[config.mk]
export PLATFORM = sky130hd
export DESIGN_NAME = root_counter_timer_channel_core
export DESIGN_NICKNAME = d
export VERILOG_FILES = /design/src/hw/rtl/rct_pkg.sv /design/src/hw/rtl/root_counter_timer_channel_core.sv /design/src/hw/rtl/rct_mod_unit.sv
export SDC_FILE = /design/constraint.sdc
export NUM_CORES = 1
export LEC_CHECK = 0
export BUFFER_PORTS_ARGS = -buffer_cell sky130_fd_sc_hd__buf_2
export CORE_ASPECT_RATIO = 1.1
export CORE_MARGIN = 5
export CORE_UTILIZATION = 54
export CTS_BUF_LIST = sky130_fd_sc_hd__clkbuf_4 sky130_fd_sc_hd__clkbuf_8
export DETAILED_ROUTE_END_ITERATION = 7
export GPL_TIMING_DRIVEN = 0
export PLACE_DENSITY = 0.83
export SYNTH_ARGS = -nofsm -noshare
export SYNTH_HDL_FRONTEND = slang
export SYNTH_SLANG_ARGS = --single-unit
[constraint.sdc]
create_clock -name clk -period 4.6 [get_ports clk]
set_clock_uncertainty 0.1 [all_clocks]
set_input_delay 0.23 -clock clk [delete_from_list [all_inputs] [get_ports clk]]
set_output_delay 0.23 -clock clk [all_outputs]
set_load 0.005 [all_outputs]
[src/hw/rtl/rct_pkg.sv]
// ----------------------------------------------------------------------------
// rct_pkg
// Shared types and constants for the root counter timer channel.
// ----------------------------------------------------------------------------
package rct_pkg;

	localparam logic [15:0] MAXV      = 16'hffff;
	localparam logic [16:0] MAXV_W    = 17'h0ffff;
	localparam logic [16:0] MAXV_X2   = 17'h1fffe;
	localparam int          DIV_STEPS = 17;

	localparam logic [2:0] KIND_TICK  = 3'd0;
	localparam logic [2:0] KIND_BLANK = 3'd1;
	localparam logic [2:0] KIND_READ  = 3'd2;
	localparam logic [2:0] KIND_WRITE = 3'd3;
	localparam logic [2:0] KIND_APPLY = 3'd4;

	localparam logic [2:0] REG_TARGET     = 3'd0;
	localparam logic [2:0] REG_SYNC_EN    = 3'd1;
	localparam logic [2:0] REG_SYNC_MODE  = 3'd2;
	localparam logic [2:0] REG_RST_TGT    = 3'd3;
	localparam logic [2:0] REG_IRQ_TGT    = 3'd4;
	localparam logic [2:0] REG_IRQ_MAX    = 3'd5;
	localparam logic [2:0] REG_IRQ_REPEAT = 3'd6;
	localparam logic [2:0] REG_IRQ_TOGGLE = 3'd7;

	localparam logic [1:0] SYNC_MODE0 = 2'd0;
	localparam logic [1:0] SYNC_MODE1 = 2'd1;
	localparam logic [1:0] SYNC_MODE2 = 2'd2;
	localparam logic [1:0] SYNC_MODE3 = 2'd3;

	typedef enum logic [1:0] {
		ST_IDLE,
		ST_ARITH,
		ST_DIV,
		ST_COMMIT
	} state_t;

	typedef struct packed {
		logic busy;
		logic done;
	} div_stat_t;

endpackage

[src/hw/rtl/root_counter_timer_channel_core.sv]
// ----------------------------------------------------------------------------
// root_counter_timer_channel_core
// One 16-bit root counter channel with target compare, blank sync and
// pulse or toggle interrupt generation.
//
//   channel  handshake              word
//   in       in_valid / in_ready    mode, ticks, blank, new_counter
//   out      out_valid / out_ready  irq_pulse, count_value, flags
//   cfg      APB write/read         8 registers at 4*i
//
// An item passes accept, add and commit, plus a divide step when an unpaused
// tick hits a nonzero target with reset_at_target set: the wrap modulo target
// runs 17 steps via one shared subtractor. in_ready is high only when idle.
// The result sits in an output register; commit waits while it is held.
// Reset is asynchronous and needs no clearing pass.
// ----------------------------------------------------------------------------
module root_counter_timer_channel_core #(
	parameter bit IS_THIRD_CHANNEL = 1'b0
) (
	input  logic        clk,
	input  logic        arst_n,
	input  logic        psel,
	input  logic        penable,
	input  logic        pwrite,
	input  logic [4:0]  paddr,
	input  logic [31:0] pwdata,
	output logic [31:0] prdata,
	output logic        pready,
	input  logic        in_valid,
	output logic        in_ready,
	input  logic [2:0]  mode,
	input  logic [15:0] ticks,
	input  logic        blank,
	input  logic [15:0] new_counter,
	output logic        out_valid,
	input  logic        out_ready,
	output logic        irq_pulse,
	output logic [15:0] count_value,
	output logic        target_seen,
	output logic        max_seen,
	output logic        no_request,
	output logic        is_paused
);
	import rct_pkg::*;

	function automatic logic upd_paused(input logic live, input logic blk,
			input logic cur, input logic [1:0] smode);
		logic res;
		if (!live) begin
			res = 1'b0;
		end else if (!IS_THIRD_CHANNEL) begin
			if (smode == SYNC_MODE0) res = blk;
			else if (smode == SYNC_MODE1) res = 1'b0;
			else res = !blk;
		end else begin
			res = cur && (smode == SYNC_MODE0 || smode == SYNC_MODE3);
		end
		return res;
	endfunction

	// configuration
	logic [15:0] target_q;
	logic        sync_enable_q;
	logic [1:0]  sync_mode_q;
	logic        reset_at_target_q;
	logic        irq_on_target_q;
	logic        irq_on_max_q;
	logic        irq_repeat_q;
	logic        irq_toggle_q;
	logic        cfg_wr;

	// channel state
	logic [15:0] counter_q;
	logic        irq_latched_q;
	logic        target_flag_q;
	logic        max_flag_q;
	logic        request_flag_q;
	logic        paused_q;
	logic        in_blank_q;
	logic        sync_live_q;

	// sequencer
	state_t      state_q, state_d;
	logic [2:0]  mode_q;
	logic [15:0] ticks_q;
	logic        blank_q;
	logic [15:0] new_counter_q;
	logic [16:0] sum_q;
	logic        tgt_hit_q;
	logic        div_used_q;
	logic        out_valid_q;
	logic        slot_free;
	logic        accept;
	logic        commit;
	logic        div_start;
	div_stat_t   div_stat;
	logic [15:0] div_rem;

	// arithmetic stage
	logic [16:0] sum_a;
	logic        tgt_hit_a;
	logic        need_div;

	// commit
	logic [16:0] fin;
	logic        max_hit;
	logic [16:0] fin_wrap;
	logic        irq;
	logic [15:0] n_counter;
	logic        n_latched;
	logic        n_tflag;
	logic        n_mflag;
	logic        n_req;
	logic        n_paused;
	logic        n_in_blank;
	logic        n_sync_live;
	logic        n_pulse;
	logic        n_tflag_kept;
	logic        n_mflag_kept;

	assign pready = 1'b1;
	assign cfg_wr = psel && penable && pwrite;

	always_ff @(posedge clk or negedge arst_n) begin
		if (!arst_n) begin
			target_q          <= '0;
			sync_enable_q     <= 1'b0;
			sync_mode_q       <= SYNC_MODE0;
			reset_at_target_q <= 1'b0;
			irq_on_target_q   <= 1'b0;
			irq_on_max_q      <= 1'b0;
			irq_repeat_q      <= 1'b0;
			irq_toggle_q      <= 1'b0;
		end else if (cfg_wr) begin
			unique case (paddr[4:2])
				REG_TARGET:     target_q          <= pwdata[15:0];
				REG_SYNC_EN:    sync_enable_q     <= pwdata[0];
				REG_SYNC_MODE:  sync_mode_q       <= pwdata[1:0];
				REG_RST_TGT:    reset_at_target_q <= pwdata[0];
				REG_IRQ_TGT:    irq_on_target_q   <= pwdata[0];
				REG_IRQ_MAX:    irq_on_max_q      <= pwdata[0];
				REG_IRQ_REPEAT: irq_repeat_q      <= pwdata[0];
				REG_IRQ_TOGGLE: irq_toggle_q      <= pwdata[0];
				default: ;
			endcase
		end
	end

	always_comb begin
		unique case (paddr[4:2])
			REG_TARGET:     prdata = 32'(target_q);
			REG_SYNC_EN:    prdata = 32'(sync_enable_q);
			REG_SYNC_MODE:  prdata = 32'(sync_mode_q);
			REG_RST_TGT:    prdata = 32'(reset_at_target_q);
			REG_IRQ_TGT:    prdata = 32'(irq_on_target_q);
			REG_IRQ_MAX:    prdata = 32'(irq_on_max_q);
			REG_IRQ_REPEAT: prdata = 32'(irq_repeat_q);
			REG_IRQ_TOGGLE: prdata = 32'(irq_toggle_q);
			default:        prdata = '0;
		endcase
	end

	assign sum_a     = {1'b0, counter_q} + {1'b0, ticks_q};
	assign tgt_hit_a = (sum_a >= {1'b0, target_q}) &&
		((counter_q < target_q) || (target_q == '0));
	assign need_div  = (mode_q == KIND_TICK) && !paused_q && tgt_hit_a &&
		reset_at_target_q && (target_q != '0);

	assign slot_free = !out_valid_q || out_ready;

	always_comb begin
		state_d = state_q;
		unique case (state_q)
			ST_IDLE:   if (in_valid) state_d = ST_ARITH;
			ST_ARITH:  state_d = need_div ? ST_DIV : ST_COMMIT;
			ST_DIV:    if (div_stat.done) state_d = ST_COMMIT;
			ST_COMMIT: if (slot_free) state_d = ST_IDLE;
			default:   state_d = ST_IDLE;
		endcase
	end

	always_comb begin
		in_ready  = (state_q == ST_IDLE);
		div_start = (state_q == ST_ARITH) && need_div;
		commit    = (state_q == ST_COMMIT) && slot_free;
	end

	assign accept = in_valid && in_ready;

	always_ff @(posedge clk or negedge arst_n) begin
		if (!arst_n) begin
			state_q <= ST_IDLE;
		end else begin
			state_q <= state_d;
		end
	end

	always_ff @(posedge clk) begin
		if (accept) begin
			mode_q        <= mode;
			ticks_q       <= ticks;
			blank_q       <= blank;
			new_counter_q <= new_counter;
		end
		if (state_q == ST_ARITH) begin
			sum_q      <= sum_a;
			tgt_hit_q  <= tgt_hit_a;
			div_used_q <= need_div;
		end
	end

	rct_mod_unit u_mod (
		.clk      (clk),
		.arst_n   (arst_n),
		.start    (div_start),
		.dividend (sum_a),
		.divisor  (target_q),
		.stat     (div_stat),
		.rem      (div_rem)
	);

	assign fin      = div_used_q ? {1'b0, div_rem} : sum_q;
	assign max_hit  = fin >= MAXV_W;
	assign fin_wrap = (fin == MAXV_X2) ? '0 : (max_hit ? fin - MAXV_W : fin);

	always_comb begin
		n_counter   = counter_q;
		n_latched   = irq_latched_q;
		n_tflag     = target_flag_q;
		n_mflag     = max_flag_q;
		n_req       = request_flag_q;
		n_paused    = paused_q;
		n_in_blank  = in_blank_q;
		n_sync_live = sync_live_q;
		n_pulse     = 1'b0;
		irq         = 1'b0;
		case (mode_q)
			KIND_TICK: begin
				if (!paused_q) begin
					if (tgt_hit_q) begin
						n_tflag = 1'b1;
						if (irq_on_target_q) irq = 1'b1;
					end
					if (max_hit) begin
						n_mflag = 1'b1;
						if (irq_on_max_q) irq = 1'b1;
					end
					n_counter = fin_wrap[15:0];
					if (irq) begin
						if (irq_toggle_q) begin
							if (irq_repeat_q || request_flag_q) begin
								n_req = !request_flag_q;
								if (request_flag_q && (!irq_latched_q || irq_repeat_q)) begin
									n_latched = 1'b1;
									n_pulse   = 1'b1;
								end
							end
						end else begin
							n_req = 1'b1;
							if (!irq_latched_q || irq_repeat_q) begin
								n_latched = 1'b1;
								n_pulse   = 1'b1;
							end
						end
					end
					if (IS_THIRD_CHANNEL && n_pulse && sync_live_q &&
							(sync_mode_q == SYNC_MODE0 || sync_mode_q == SYNC_MODE3)) begin
						n_counter = (irq_on_target_q && n_tflag) ? target_q : MAXV;
						n_paused  = 1'b1;
					end
				end
			end
			KIND_BLANK: begin
				if (in_blank_q != blank_q) begin
					n_in_blank = blank_q;
					if (sync_live_q && blank_q) begin
						if (sync_mode_q == SYNC_MODE1 || sync_mode_q == SYNC_MODE2) begin
							n_counter = '0;
						end else if (sync_mode_q == SYNC_MODE3) begin
							n_sync_live = 1'b0;
						end
					end
					n_paused = upd_paused(n_sync_live, n_in_blank, paused_q, sync_mode_q);
				end
			end
			KIND_WRITE: begin
				n_counter = new_counter_q;
			end
			KIND_APPLY: begin
				n_latched   = 1'b0;
				n_counter   = '0;
				n_sync_live = sync_enable_q;
				if (irq_toggle_q) n_req = 1'b1;
				n_paused = upd_paused(n_sync_live, in_blank_q, paused_q, sync_mode_q);
			end
			default: ;
		endcase
		n_tflag_kept = (mode_q == KIND_READ) ? 1'b0 : n_tflag;
		n_mflag_kept = (mode_q == KIND_READ) ? 1'b0 : n_mflag;
	end

	always_ff @(posedge clk or negedge arst_n) begin
		if (!arst_n) begin
			counter_q      <= '0;
			irq_latched_q  <= 1'b0;
			target_flag_q  <= 1'b0;
			max_flag_q     <= 1'b0;
			request_flag_q <= 1'b1;
			paused_q       <= 1'b0;
			in_blank_q     <= 1'b0;
			sync_live_q    <= 1'b0;
		end else if (commit) begin
			counter_q      <= n_counter;
			irq_latched_q  <= n_latched;
			target_flag_q  <= n_tflag_kept;
			max_flag_q     <= n_mflag_kept;
			request_flag_q <= n_req;
			paused_q       <= n_paused;
			in_blank_q     <= n_in_blank;
			sync_live_q    <= n_sync_live;
		end
	end

	always_ff @(posedge clk or negedge arst_n) begin
		if (!arst_n) begin
			out_valid_q <= 1'b0;
		end else if (commit) begin
			out_valid_q <= 1'b1;
		end else if (out_ready) begin
			out_valid_q <= 1'b0;
		end
	end

	always_ff @(posedge clk) begin
		if (commit) begin
			irq_pulse   <= n_pulse;
			count_value <= n_counter;
			target_seen <= n_tflag;
			max_seen    <= n_mflag;
			no_request  <= n_req;
			is_paused   <= n_paused;
		end
	end

	assign out_valid = out_valid_q;

endmodule

[src/hw/rtl/rct_mod_unit.sv]
// ----------------------------------------------------------------------------
// rct_mod_unit
// Restoring remainder unit: 17-bit dividend modulo 16-bit divisor,
// one bit per cycle through a single shared subtractor.
// ----------------------------------------------------------------------------
module rct_mod_unit (
	input  logic              clk,
	input  logic              arst_n,
	input  logic              start,
	input  logic [16:0]       dividend,
	input  logic [15:0]       divisor,
	output rct_pkg::div_stat_t stat,
	output logic [15:0]       rem
);
	import rct_pkg::*;

	logic [16:0] dvd_q;
	logic [15:0] dsr_q;
	logic [15:0] rem_q;
	logic [4:0]  cnt_q;
	logic        busy_q;
	logic        done_q;
	logic [16:0] shifted;
	logic [17:0] diff;

	assign shifted = {rem_q, dvd_q[16]};
	assign diff    = {1'b0, shifted} - {2'b00, dsr_q};

	always_ff @(posedge clk or negedge arst_n) begin
		if (!arst_n) begin
			busy_q <= 1'b0;
			done_q <= 1'b0;
			cnt_q  <= '0;
		end else begin
			done_q <= 1'b0;
			if (start) begin
				busy_q <= 1'b1;
				cnt_q  <= 5'(DIV_STEPS - 1);
			end else if (busy_q) begin
				if (cnt_q == '0) begin
					busy_q <= 1'b0;
					done_q <= 1'b1;
				end else begin
					cnt_q <= cnt_q - 5'd1;
				end
			end
		end
	end

	always_ff @(posedge clk) begin
		if (start) begin
			dvd_q <= dividend;
			dsr_q <= divisor;
			rem_q <= '0;
		end else if (busy_q) begin
			dvd_q <= {dvd_q[15:0], 1'b0};
			rem_q <= diff[17] ? shifted[15:0] : diff[15:0];
		end
	end

	assign stat.busy = busy_q;
	assign stat.done = done_q;
	assign rem       = rem_q;

endmodule

### Word-level counts from Yosys, hierarchy flattened

Index checks and enable logic that the tools add are counted.

| operators by class | value |
|---|---|
| magnitude comparators | 3 |
| equal/unequal tests | 29 |
| reduce and logical (&&, ||, !) cells | 48 |
| bitwise logic cells | 2 |
| add/subtract/negate cells | 4 |
| muxes and demuxes | 74 |

Operator list:

| kind | count |
|---|---|
| $pmux 32 s8 | 1 |
| $mux 16 | 7 |
| $pmux 16 s4 | 1 |
| $mux 1 | 51 |
| $mux 17 | 3 |
| $reduce_and 2->1 | 9 |
| $sub 17x16->18 | 1 |
| $add 16x16->17 | 1 |
| $eq 17x17->1 const B | 1 |
| $ge 17x16->1 | 1 |
| $ge 17x16->1 const B | 1 |
| $logic_not 16->1 | 1 |
| $lt 16x16->1 | 1 |
| $reduce_bool 16->1 | 1 |
| $sub 16x16->16 const B | 1 |
| $eq 3x3->1 const B | 5 |
| $mux 5 | 3 |
| $eq 3x2->1 const B | 4 |
| $logic_and 1x1->1 | 12 |
| $ne 2x2->1 const B | 5 |
| $ne 3x2->1 const B | 3 |
| $reduce_and 3->1 | 3 |
| $eq 2x2->1 const B | 4 |
| $pmux 1 s2 | 4 |
| 16 further kinds | 36 |

| storage, ports and cells | value |
|---|---|
| input port bits | 80 |
| register bits | 182 |

### Longest topological paths before layout

Gate-level depths: netlist of run 1.

| logic depth | value |
|---|---|
| depth in word-level cells | 9 |
| mapped depth | 21 |
| gate-level depth less buffers | 19 |

### Cells and area by module

From an unflattened synthesis of run 1, not the netlist that was laid out.

| unflattened totals | value |
|---|---|
| cell total of the unflattened synthesis | 1,043 |
| area total of the unflattened synthesis | 10,924.2 µm² |

Modules (own cells, without submodules):

| module | cells each | times used | seq. area each (µm²) | area each (µm²) |
|---|---|---|---|---|
| root_counter_timer_channel_core | 728 | 1 | 3,534.6 | 7,616.1 |
| rct_mod_unit | 315 | 1 | 1,486.4 | 3,308.2 |

### Least setup slack after synthesis of run 1

No wires, ideal clock.

| timing path | value |
|---|---|
| kind | register to register |
| start point | reg counter_q[1] |
| end point | reg u_mod.dvd_q[0], enable pin |
| slack | 1 ps |
| stages on the path, launching flop included | 19 |
| data arrival time | 4,125 ps |
| data required time | 4,126 ps |
| cell sequence | dfrtp_1 > ha_1 > a211oi_1 > nor2_1 > o31a_1 > o21ai_0 > nand2b_1 > and4_1 > a2111o_1 > ha_1 > a211oi_1 > nor2_1 > or3_1 > a311oi_1 > o31ai_1 > o211ai_1 > buf_2 > buf_4 > nand2b_1 |

| between the ends | value |
|---|---|
| cells in the longest elaborated chain, start to end | 8 |
| elaborated cells on any way between the ends | 10 |
| those cells by class | 1 x add/sub; 2 x order compare; 7 x reduce/logical |

RTL lines:

| item | line | RTL |
|---|---|---|
| start: declaration | root_counter_timer_channel_core.sv:73 | `logic [15:0] counter_q;` |
| start signal: assignment | root_counter_timer_channel_core.sv:313 | `counter_q <= n_counter;` |
| $add 16x16->17 | root_counter_timer_channel_core.sv:163 | `assign sum_a = {1'b0, counter_q} + {1'b0, ticks_q};` |
| via sum_a[9] | root_counter_timer_channel_core.sv:100 | `logic [16:0] sum_a;` |
| $ge 17x16->1 | root_counter_timer_channel_core.sv:164 | `assign tgt_hit_a = (sum_a >= {1'b0, target_q}) &&` |
| $logic_and 1x1->1 | root_counter_timer_channel_core.sv:164 |  |
| $logic_and 1x1->1 (2 in a row) | root_counter_timer_channel_core.sv:166 | `assign need_div = (mode_q == KIND_TICK) && !paused_q && tgt_hit_a &&` |
| $logic_and 1x1->1 | root_counter_timer_channel_core.sv:167 | `reset_at_target_q && (target_q != '0);` |
| $logic_and 1x1->1 | root_counter_timer_channel_core.sv:184 | `div_start = (state_q == ST_ARITH) && need_div;` |
| $reduce_bool 2->1 (no source line) | - |  |
| end signal: assignment | rct_mod_unit.sv:52 | `dvd_q <= dividend;` |
| end signal: assignment | rct_mod_unit.sv:56 | `dvd_q <= {dvd_q[15:0], 1'b0};` |
| end: declaration | rct_mod_unit.sv:17 | `logic [16:0] dvd_q;` |

The timed path passes the listed nets, and every way through them passes these cells.
A chain may end at the register's enable or synchronous reset.

### Worst setup path after layout of run 1

| timing path | value |
|---|---|
| start point | reg ticks_q[0] |
| end point | reg u_mod.dvd_q[16], data pin |

| between the ends | value |
|---|---|
| cells in the longest elaborated chain, start to end | 8 |

RTL lines:

| item | line | RTL |
|---|---|---|
| start: declaration | root_counter_timer_channel_core.sv:85 | `logic [15:0] ticks_q;` |
| start signal: assignment | root_counter_timer_channel_core.sv:201 | `ticks_q <= ticks;` |
| $add 16x16->17 | root_counter_timer_channel_core.sv:163 |  |
| via sum_a[9] | root_counter_timer_channel_core.sv:100 |  |
| $ge 17x16->1 | root_counter_timer_channel_core.sv:164 |  |
| $logic_and 1x1->1 | root_counter_timer_channel_core.sv:164 |  |
| $logic_and 1x1->1 (2 in a row) | root_counter_timer_channel_core.sv:166 |  |
| $logic_and 1x1->1 | root_counter_timer_channel_core.sv:167 |  |
| $logic_and 1x1->1 | root_counter_timer_channel_core.sv:184 |  |
| $mux 17 | rct_mod_unit.sv:51 | `if (start) begin` |

The timed path passes the listed nets, and every way through them passes these cells.

==> results.toml, run 1 <==
[grt]
overflow = 0
grt_first_pass_wirelength_microns = 43200
grt_pass1_vias = 8209
grt_max_degree = 38
track_usage_pct = 25.3
grt_antenna_before_repair = 0

[floorplan]
die_x_microns = 141
die_height_microns = 154
ios = 136
core_sq_um = 18500
die_area_sq_um = 21800
rows = 52
start_util_pct = 55.3

[power_and_ir_drop]
sequentialPowerShare_pct = 39.6
p_switching_uw = 2720
power.density_nw_per_um2 = 538
sw_frac_of_total_pct = 40.6
peakVddDrop_mv = 0.321
intPower_uw = 3980
power_leakage_uw = 0.00529
combPwrFrac_pct = 44.1
clockPowerShare_pct = 16.3

[cts]
clk_path_buf_depth = 2
cts.htree.levels = 4
clock-sinks = 182
clock_latency_ps = 480
clk_pin_slew_ps = 110
cts-buffers-inserted = 17
cts_tree = "done"
root_buffer = "clkbuf_8"

[routing]
firstDrtPassIters = 7
wire_per_inst_microns = 19.5
wl_microns = 28000
vias = 8458
drt_first_iter_violations = 900
ant_nets = 0
drc_errors = 0
vias_per_cell = 5.89

[timing]
period_share_pct = 102
tightest_slew_ps = 1120
relSlewSlack_pct = 24.6
max_freq_mhz = 213
setup_ws_ps = -91.2
slew_violations = 0
min_period_ps = 4690
worst_hold_slack_ps = 38.2
rsz0062_at_grt = "yes"
finalSetupViolCount = 17
setup_tns_ps = -1120
hold_viol_final = 0

[placed_design]
port_buffers = 99
place_area_sq_um = 11100
detailed_place_hpwl_microns = 20000
place.gp.congestion = 0.938

[worst_setup_path]
crit_family = "compound AO/OA/AOI/OAI gates"
reg2reg_slack_ps = -90
slowest_stage = "edfxtp_1"
r2r_start = "ticks_q[0]"
cp_slowest_stage_delay_ps = 460
reg2reg_to = "u_mod.dvd_q[16]"
crit_path_cell_trace = "ha_4 -> buf_4 -> a211oi_2 -> nor2_1 -> o31a_1 -> o21ai_1 -> nand2b_1 -> and4_1 -> a2111o_1 -> ha_2 -> a211oi_2 -> nor2_1 -> or3_1 -> a311oi_2 -> o31ai_2 -> o211ai_1 -> buf_4 -> buf_8 -> mux2_2"
critPathCaptureType = "register"
rr_worst_depth = 19
crit_buf_inv = 3
critPathLaunchType = "register"
critical_path_required_ps = 4740
criticalPathCategory = "reg -> reg"
crit_path_max_fanout = 8
arrival_ps = 4830

[final_layout]
nNetsFinal = 1337
area_growth_pct = 21.5
final_area_sq_um = 12500
drive_gt1_share_pct = 20.4
diodes = 0

[job]
maxCapViolCount = 0

[yosys]
syn_avg_cell_area_sq_um = 10.5
yosys_warnings = 0
synth_area_leaders = "edfxtp_1, dfrtp_1, ha_1"
synth.distinct_cells = 68
async_reset_ff_share_pct = 31.3
dominantRegCellSynth = "edfxtp_1"
synth_seq_cells = 182
synth_area_sq_um = 10200
syn_inst = 973
yosysTopAreaCell = "edfxtp_1"
ys_seq_area_share_pct = 49.0
synth_top_area_share_pct = 31.9
synth_edf_count = 109

[worst_hold_path]
hold_depth = 5
hp-start = "in_valid"
hold_end = "state_q[1]"
hp-class = "in -> reg"

[outcome]
status = "finished, violations left"
violations = "negative setup slack"
stage by stage:
stage	setup slack [ps]	total power (uW)	utilization (%)	instances
2_1_floorplan	0.876	4350	-	988
3_3_place_gp	-835	5070	59.9	1330
3_5_place_dp	-1190	5190	60.0	1331
4_1_cts	6.36	6530	66.4	1430
5_1_grt	-170	7110	67.2	1437
6_report	-91.2	6700	67.2	1437
state kept, by name, summed over array words and instances (netlist names), 3 cells and up:
signal	flops
count_value	16
counter_q	16
mode_q	3
new_counter_q	16
sum_q	17
target_q	16
ticks_q	16
u_mod.cnt_q	5
u_mod.dsr_q	16
u_mod.dvd_q	17
u_mod.rem	16
layer usage:
layer  up-vias  share of wire, %  track usage (%)
li1       3957                 -                -
met1      4037                41             32.4
met2       397                48             42.4
met3        67               6.9             4.57
met4         0               4.1             10.4
met5         -                 0                0
power groups by stage:
| stage | combinational, uW | clock [uW] | sequential [uW] |
|---|---|---|---|
| floorplan | 1860 | 0 | 2490 |
| global placement | 2430 | 0 | 2650 |
| detailed placement | 2530 | 0 | 2650 |
| CTS | 2800 | 1100 | 2630 |
| global route | 3260 | 1170 | 2670 |
| finish | 2950 | 1100 | 2650 |
worst min-delay path: stages:
cell and delay, ps:
buf_2 100, inv_1 40, a21oi_1 70, nand2_1 60, o21ai_0 70
final cells by class:
cell class | instances | area, sq um
multi-input combinational | 696 | 4970
tap | 243 | 304
buffer | 49 | 295
clock inverter | 13 | 140
clock buffer | 19 | 249
inverter | 61 | 236
timing repair buffer | 174 | 1230
fill | 1353 | 6090
sequential | 182 | 5020
cells by family (layout without fill, tap and decap cells):
logic type               Yosys count  in the layout  synth area share, %
other                              2             17               0.0733
multiplexers                      44             44                 4.75
AO/OA/AOI/OAI                    248            248                 15.7
AND/OR/NAND/NOR                  276            276                 13.3
adder cells (fa/ha/maj)           76             76                 9.43
buffers and inverters            110            316                 4.85
flip-flops                       182            182                 49.0
XOR/XNOR                          35             35                 2.99
cells in the mapped netlist (13+ instances only):
master / n
ha_1: 74
a22oi_1: 16
o21ai_0: 77
a31oi_1: 19
clkbuf_1: 23
buf_4: 18
nand2b_1: 14
nor3_1: 25
nor2b_1: 13
nand2_1: 88
mux2i_1: 16
nand3_1: 21
nor2_1: 46
mux2_2: 27
inv_1: 60
and2_1: 21
dfrtp_1: 56
xnor2_1: 21
a21oi_1: 38
o21a_1: 17
xor2_1: 14
dfxtp_1: 16
edfxtp_1: 109
worst max-delay path by stage:
stage	start	end	slack (ps)	cells past startpoint
after global placement	counter_q[0]	u_mod.dvd_q[15]	-840	20
after floorplan	counter_q[1]	u_mod.dvd_q[0]	0.9	18
final	ticks_q[0]	u_mod.dvd_q[16]	-90	19
after CTS	ticks_q[0]	u_mod.dvd_q[4]	6	19
after global routing	counter_q[9]	u_mod.dvd_q[5]	-170	15
after detailed placement	counter_q[0]	u_mod.dvd_q[12]	-1190	20
what timing repair did:
action,4_1_cts,5_1_grt
pin swaps,13,7
resized for setup,33,22
endpoints found under the hold margin,83,0
setup buffers,14,6
hold buffers,54,0
setup endpoints to repair,75,68
gates cloned,0,1
cell usage in the layout, fill, tap and decap left out, drive strengths merged, types with 4 or more instances in the layout:
cell type,instances
buf,145
edfxtp,109
nand2,88
o21ai,85
ha,74
inv,68
dfrtp,56
dlygate4sd3,54
nor2,47
clkbuf,43
a21oi,38
mux2,27
nor3,25
nand3,21
and2,21
xnor2,21
a31oi,19
o21a,17
conb,17
mux2i,16
a22oi,16
dfxtp,16
nand2b,14
xor2,14
nor2b,13
nor4,12
a211oi,11
a21o,10
nand3b,10
or3,7
a311oi,7
nand4,6
o31ai,5
a32oi,4
(Power assumes the default switching activity.)
==> inputs of run 2 (changes only) <==
Settings changed: CTS_BUF_LIST sky130_fd_sc_hd__clkbuf_4 sky130_fd_sc_hd__clkbuf_8 to sky130_fd_sc_hd__clkbuf_4.
==> run 2 against run 1 <==
The run still ends with negative setup slack left. Routed wire length grew 1.0%. Die area is the same. Worst setup slack lost 4.7 ps. Sequential cell count is the same. Cell count grew 0.49%. Critical path depth shrank 1. Clock power shrank 17%. Combinational power grew 3%. Largest power group unchanged. Highest routed layer unchanged.
==> results.toml, run 2 (same netlist as run 1, synthesis figures left out) <==
[timing]
min_period_ps = 4700
tightest_slew_ps = 1110
finalSetupViolCount = 17
slew_violations = 0
period_share_pct = 102
relSlewSlack_pct = 25.2
rsz0062_at_grt = "yes"
max_freq_mhz = 213
setup_ws_ps = -96.0
hold_viol_final = 0

[final_layout]
drive_gt1_share_pct = 21.0
reg_top3 = "sum_q x17, u_mod.dvd_q x17"
final_common_cell = "edfxtp_1"
area_growth_pct = 21.0
final_area_sq_um = 12400
layout_common_cells = "edfxtp_1, buf_2, nand2_1, o21ai_0, ha_1"
seq_area_sq_um = 5030
utilization_pct = 66.9
nNetsFinal = 1343
multiInputGateArea_sq_um = 4970
stdcell_count = 1444
final.fill_count = 1357

[placed_design]
place.gp.congestion = 0.938
pre_cts_ws_ps = -1190
place_inst = 1331
port_buffers = 99
place_area_sq_um = 11100
detailed_place_hpwl_microns = 20000

[power_and_ir_drop]
power_leakage_uw = 0.00526
combPwrFrac_pct = 46.0
clockPowerShare_pct = 13.9
peakVddDrop_mv = 0.358
intPower_uw = 3850
sw_frac_of_total_pct = 41.5
p_switching_uw = 2730
power.density_nw_per_um2 = 531
sequentialPowerShare_pct = 40.1

[cts]
clk_path_buf_depth = 2
clock_latency_ps = 600
clock-sinks = 182
cts.htree.levels = 4
root_buffer = "clkbuf_4"
cts_tree = "done"
clk_pin_slew_ps = 170
cts-buffers-inserted = 17

[worst_hold_path]
hp-class = "in -> async"

[outcome]
violations = "negative setup slack"
status = "finished, violations left"

[worst_setup_path]
critPathCaptureType = "register"
crit_path_cell_trace = "ha_1 -> o21ai_0 -> nor2_2 -> o31a_1 -> o21ai_1 -> nand2b_1 -> and4_1 -> a2111o_1 -> ha_2 -> a211oi_2 -> nor2_1 -> or3_1 -> a311oi_2 -> o31ai_2 -> o211ai_1 -> buf_4 -> buf_8 -> mux2_2"
critPathLaunchType = "register"
crit_buf_inv = 2
cp_slowest_stage_delay_ps = 480
slowest_stage = "dfrtp_1"
critical_path_required_ps = 4860
crit_family = "compound AO/OA/AOI/OAI gates"
criticalPathCategory = "reg -> reg"
arrival_ps = 4950
crit_path_max_fanout = 8

[floorplan]
rows = 52
die_height_microns = 154
ios = 136
start_util_pct = 55.3
die_area_sq_um = 21800
core_sq_um = 18500
die_x_microns = 141

[routing]
drc_errors = 0
vias = 8575
vias_per_cell = 5.94
drt_first_iter_violations = 969
firstDrtPassIters = 6
wl_microns = 28300
ant_nets = 0
wire_per_inst_microns = 19.6

[grt]
grt_first_pass_wirelength_microns = 43400
grt_max_degree = 38
track_usage_pct = 25.4
overflow = 0
grt_antenna_before_repair = 1
grt_pass1_vias = 8255

[job]
maxCapViolCount = 0
[run 2: cell type report]
cell class / count / share of cell area (%)
Sequential cell: 182 / 40.5
Inverter: 61 / 1.91
Clock buffer: 19 / 1.15
Antenna cell: 1 / 0.0202
Timing Repair Buffer: 180 / 10.4
Multi-Input combinational cell: 696 / 40.1
Buffer: 49 / 2.38
Clock inverter: 13 / 1.13
Tap cell: 243 / 2.45
[run 2: power by group through the flow]
| stage | Sequential (uW) | Clock (uW) | Combinational (uW) |
|---|---|---|---|
| 6_report | 2640 | 915 | 3030 |
| 3_5_place_dp | 2650 | 0 | 2530 |
| 2_1_floorplan | 2490 | 0 | 1860 |
| 3_3_place_gp | 2650 | 0 | 2430 |
| 5_1_grt | 2670 | 984 | 3320 |
| 4_1_cts | 2620 | 916 | 2840 |
[run 2: per-layer routing]
metal  vias to the layer above  track usage, %  wire length (microns)
li1                       3972               -                      -
met1                      4050            32.0                  11100
met2                       459            42.4                  13600
met3                        94            3.77                   2230
met4                         0            13.0                   1390
met5                         -               0                      0
[run 2: worst reg2reg max path: stages (launching register included)]
cell,delay (ps)
dfrtp_1,480
ha_1,370
o21ai_0,110
nor2_2,90
o31a_1,310
o21ai_1,150
nand2b_1,130
and4_1,230
a2111o_1,350
ha_2,200
a211oi_2,210
nor2_1,80
or3_1,370
a311oi_2,220
o31ai_2,130
o211ai_1,250
buf_4,200
buf_8,140
mux2_2,350
[run 2: worst paths after layout]
path	depth (start not counted)	end	slack [ps]	startpoint
max in group asynchronous	3	request_flag_q	3630	arst_n
min	2	counter_q[11]	70	arst_n
min reg2reg	2	target_flag_q	400	target_flag_q
max	18	u_mod.dvd_q[3]	-100	counter_q[3]
min in group clk	4	irq_toggle_q	80	paddr[3]
max reg2reg	18	u_mod.dvd_q[3]	-100	counter_q[3]
[run 2: stage by stage]
stage / hold slack, ps / total power [uW] / TNS, ps
after global routing: 89.3 / 6970 / -3960
after floorplan: -166 / 4350 / 0
after global placement: 306 / 5070 / -32950
final: 69.7 / 6590 / -1200
after detailed placement: 182 / 5190 / -55410
after CTS: 52.8 / 6380 / 0
[run 2: what timing repair did]
item | CTS | global route
gates cloned | 0 | 1
setup endpoints to repair | 75 | 71
hold buffers | 56 | 0
buffers inserted | 17 | 6
pin swaps | 13 | 7
hold endpoints to repair | 113 | 0
gates resized for setup | 33 | 21
==> inputs of run 3 (changes only) <==
==> constraint.sdc (replaced) <==
create_clock -name clk -period 4.6 [get_ports clk]
set_clock_uncertainty 0.1 [all_clocks]
set_input_delay 0.46 -clock clk [delete_from_list [all_inputs] [get_ports clk]]
set_output_delay 0.46 -clock clk [all_outputs]
set_load 0.005 [all_outputs]
==> run 3 against run 2 <==
The flow still finishes with violations (negative setup slack). Via count decreased by 1.2%. Non-clock buffer count decreased by 7. Sequential power about the same. Global-route usage decreased by 0.13 points. Count of clock-buffer cells in the layout unchanged. First-iteration DRC count decreased by 14%. Critical path depth unchanged. Utilization decreased by 0.34 points. Worst hold slack got worse by 61 ps. Power decreased by 0.27%. Critical path type unchanged.
==> results.toml, run 3 (same netlist as run 1, synthesis figures left out) <==
[placed_design]
place.gp.congestion = 0.938
port_buffers = 99
place_area_sq_um = 11100
pre_cts_ws_ps = -1190
detailed_place_hpwl_microns = 20000
place_inst = 1331

[worst_setup_path]
arrival_ps = 4960
slowest_stage = "dfrtp_1"
criticalPathCategory = "reg -> reg"
critPathCaptureType = "register"
crit_path_cell_trace = "ha_1 -> o21ai_0 -> nor2_2 -> o31a_1 -> o21ai_1 -> nand2b_1 -> and4_1 -> a2111o_1 -> ha_2 -> a211oi_2 -> nor2_1 -> or3_1 -> a311oi_2 -> o31ai_2 -> o211ai_1 -> buf_4 -> buf_8 -> mux2_2"
critPathLaunchType = "register"
cp_slowest_stage_delay_ps = 480
crit_path_max_fanout = 8
critical_path_required_ps = 4870

[floorplan]
die_height_microns = 154
core_sq_um = 18500
start_util_pct = 55.3
ios = 136
rows = 52
die_area_sq_um = 21800
die_x_microns = 141

[cts]
clk_pin_slew_ps = 150
cts.htree.levels = 4
clock-sinks = 182
root_buffer = "clkbuf_4"
cts_tree = "done"
clk_path_buf_depth = 2
cts-buffers-inserted = 17
clock_latency_ps = 610

[routing]
drc_errors = 0
dr_wl_met2_microns = 13500
wl_met1_microns = 11200
ant_nets = 0
firstDrtPassIters = 6
drt_first_iter_violations = 838
top_layer = "met4"
vias = 8476
wire_per_inst_microns = 19.5
wl_microns = 28000
vias_per_cell = 5.90
dr_wl_met3_microns = 1990

[final_layout]
final_area_sq_um = 12300
nNetsFinal = 1336
drive_gt1_share_pct = 21.2
final_common_cell = "edfxtp_1"
stdcell_count = 1437
reg_top3 = "sum_q x17, u_mod.dvd_q x17"
area_growth_pct = 20.4
layout_common_cells = "edfxtp_1, buf_2, nand2_1, o21ai_0, ha_1"

[outcome]
status = "finished, violations left"
violations = "negative setup slack"

[timing]
slew_violations = 0
worst_hold_slack_ps = 8.88
finalSetupViolCount = 16
hold_viol_final = 0
relSlewSlack_pct = 26.1
max_freq_mhz = 213
setup_ws_ps = -90.8
tightest_slew_ps = 1100
min_period_ps = 4690
rsz0062_at_grt = "yes"
period_share_pct = 102

[power_and_ir_drop]
clockPowerShare_pct = 13.9
combPwrFrac_pct = 45.9
intPower_uw = 3850
p_switching_uw = 2720
power.density_nw_per_um2 = 533
power_leakage_uw = 0.00523
sequentialPowerShare_pct = 40.2
peakVddDrop_mv = 0.357
total_power_uw = 6570
sw_frac_of_total_pct = 41.4

[grt]
grt_pass1_vias = 8210
track_usage_pct = 25.2
overflow = 0
grt_max_degree = 38
grt_first_pass_wirelength_microns = 43100
grt_antenna_before_repair = 1

[job]
maxCapViolCount = 0

[worst_hold_path]
hp-class = "in -> reg"
==> run 3: changes by cell type in the layout (fill, tap and decap cells not counted) <==
cell           change
a311oi_1           -1
dlygate4sd3_1      -7
a311oi_2           +1
==> run 3: power by group through the flow <==
stage / sequential, uW / combinational (uW) / clock (uW)
CTS: 2620 / 2840 / 916
detailed placement: 2650 / 2530 / 0
floorplan: 2490 / 1860 / 0
global route: 2670 / 3320 / 983
global placement: 2650 / 2430 / 0
finish: 2640 / 3020 / 915
==> run 3: path summary, 6_finish.rpt <==
kind                                  endpoint  slack (ps)           from  depth (start not counted)
worst min register to register   target_flag_q         400  target_flag_q                          2
worst max-delay path            u_mod.dvd_q[3]         -90   counter_q[3]                         18
worst min-delay path              target_q[12]           9     pwdata[12]                          3
worst max register to register  u_mod.dvd_q[3]         -90   counter_q[3]                         18
max in group asynchronous       request_flag_q        3410         arst_n                          3
min in group asynchronous           state_q[1]         300         arst_n                          2
==> run 3: final cells by class <==
| class | count | area (sq um) |
|---|---|---|
| buffer | 49 | 295 |
| fill | 1369 | 6200 |
| multi-input combinational | 696 | 4980 |
| sequential | 182 | 5030 |
| clock inverter | 13 | 140 |
| inverter | 61 | 236 |
| tap | 243 | 304 |
| antenna | 1 | 2.50 |
| clock buffer | 19 | 143 |
| timing repair buffer | 173 | 1210 |
==> run 3: what timing repair did <==
| item | CTS | global route |
|---|---|---|
| hold endpoints to repair | 70 | 0 |
| cloned | 0 | 1 |
| pin swaps | 13 | 7 |
| buffers inserted | 17 | 6 |
| endpoints found under the setup margin | 75 | 72 |
| gates resized for setup | 33 | 22 |
| hold buffers | 49 | 0 |
==> run 3: per-layer routing <==
| metal | global-route usage, % | up-vias |
|---|---|---|
| met4 | 11.9 | 0 |
| met2 | 42.7 | 415 |
| li1 | - | 3958 |
| met3 | 3.71 | 91 |
| met1 | 31.8 | 4012 |
| met5 | 0 | - |
==> run 3: through the flow <==
step	setup TNS, ps	utilization, %
final	-1090	66.5
after global placement	-32950	59.9
after floorplan	0	-
after detailed placement	-55410	60.0
after global routing	-3980	66.5
after CTS	0	65.8
==> run 3: worst max-delay path, delay by kind of cell (launching register included) <==
kind            cells  cell delay (ps)
mux                 1              340
flops               1              480
simple gates        5              890
compound gates      8             1730
buf+inv             2              340
fa+ha+maj           2              570
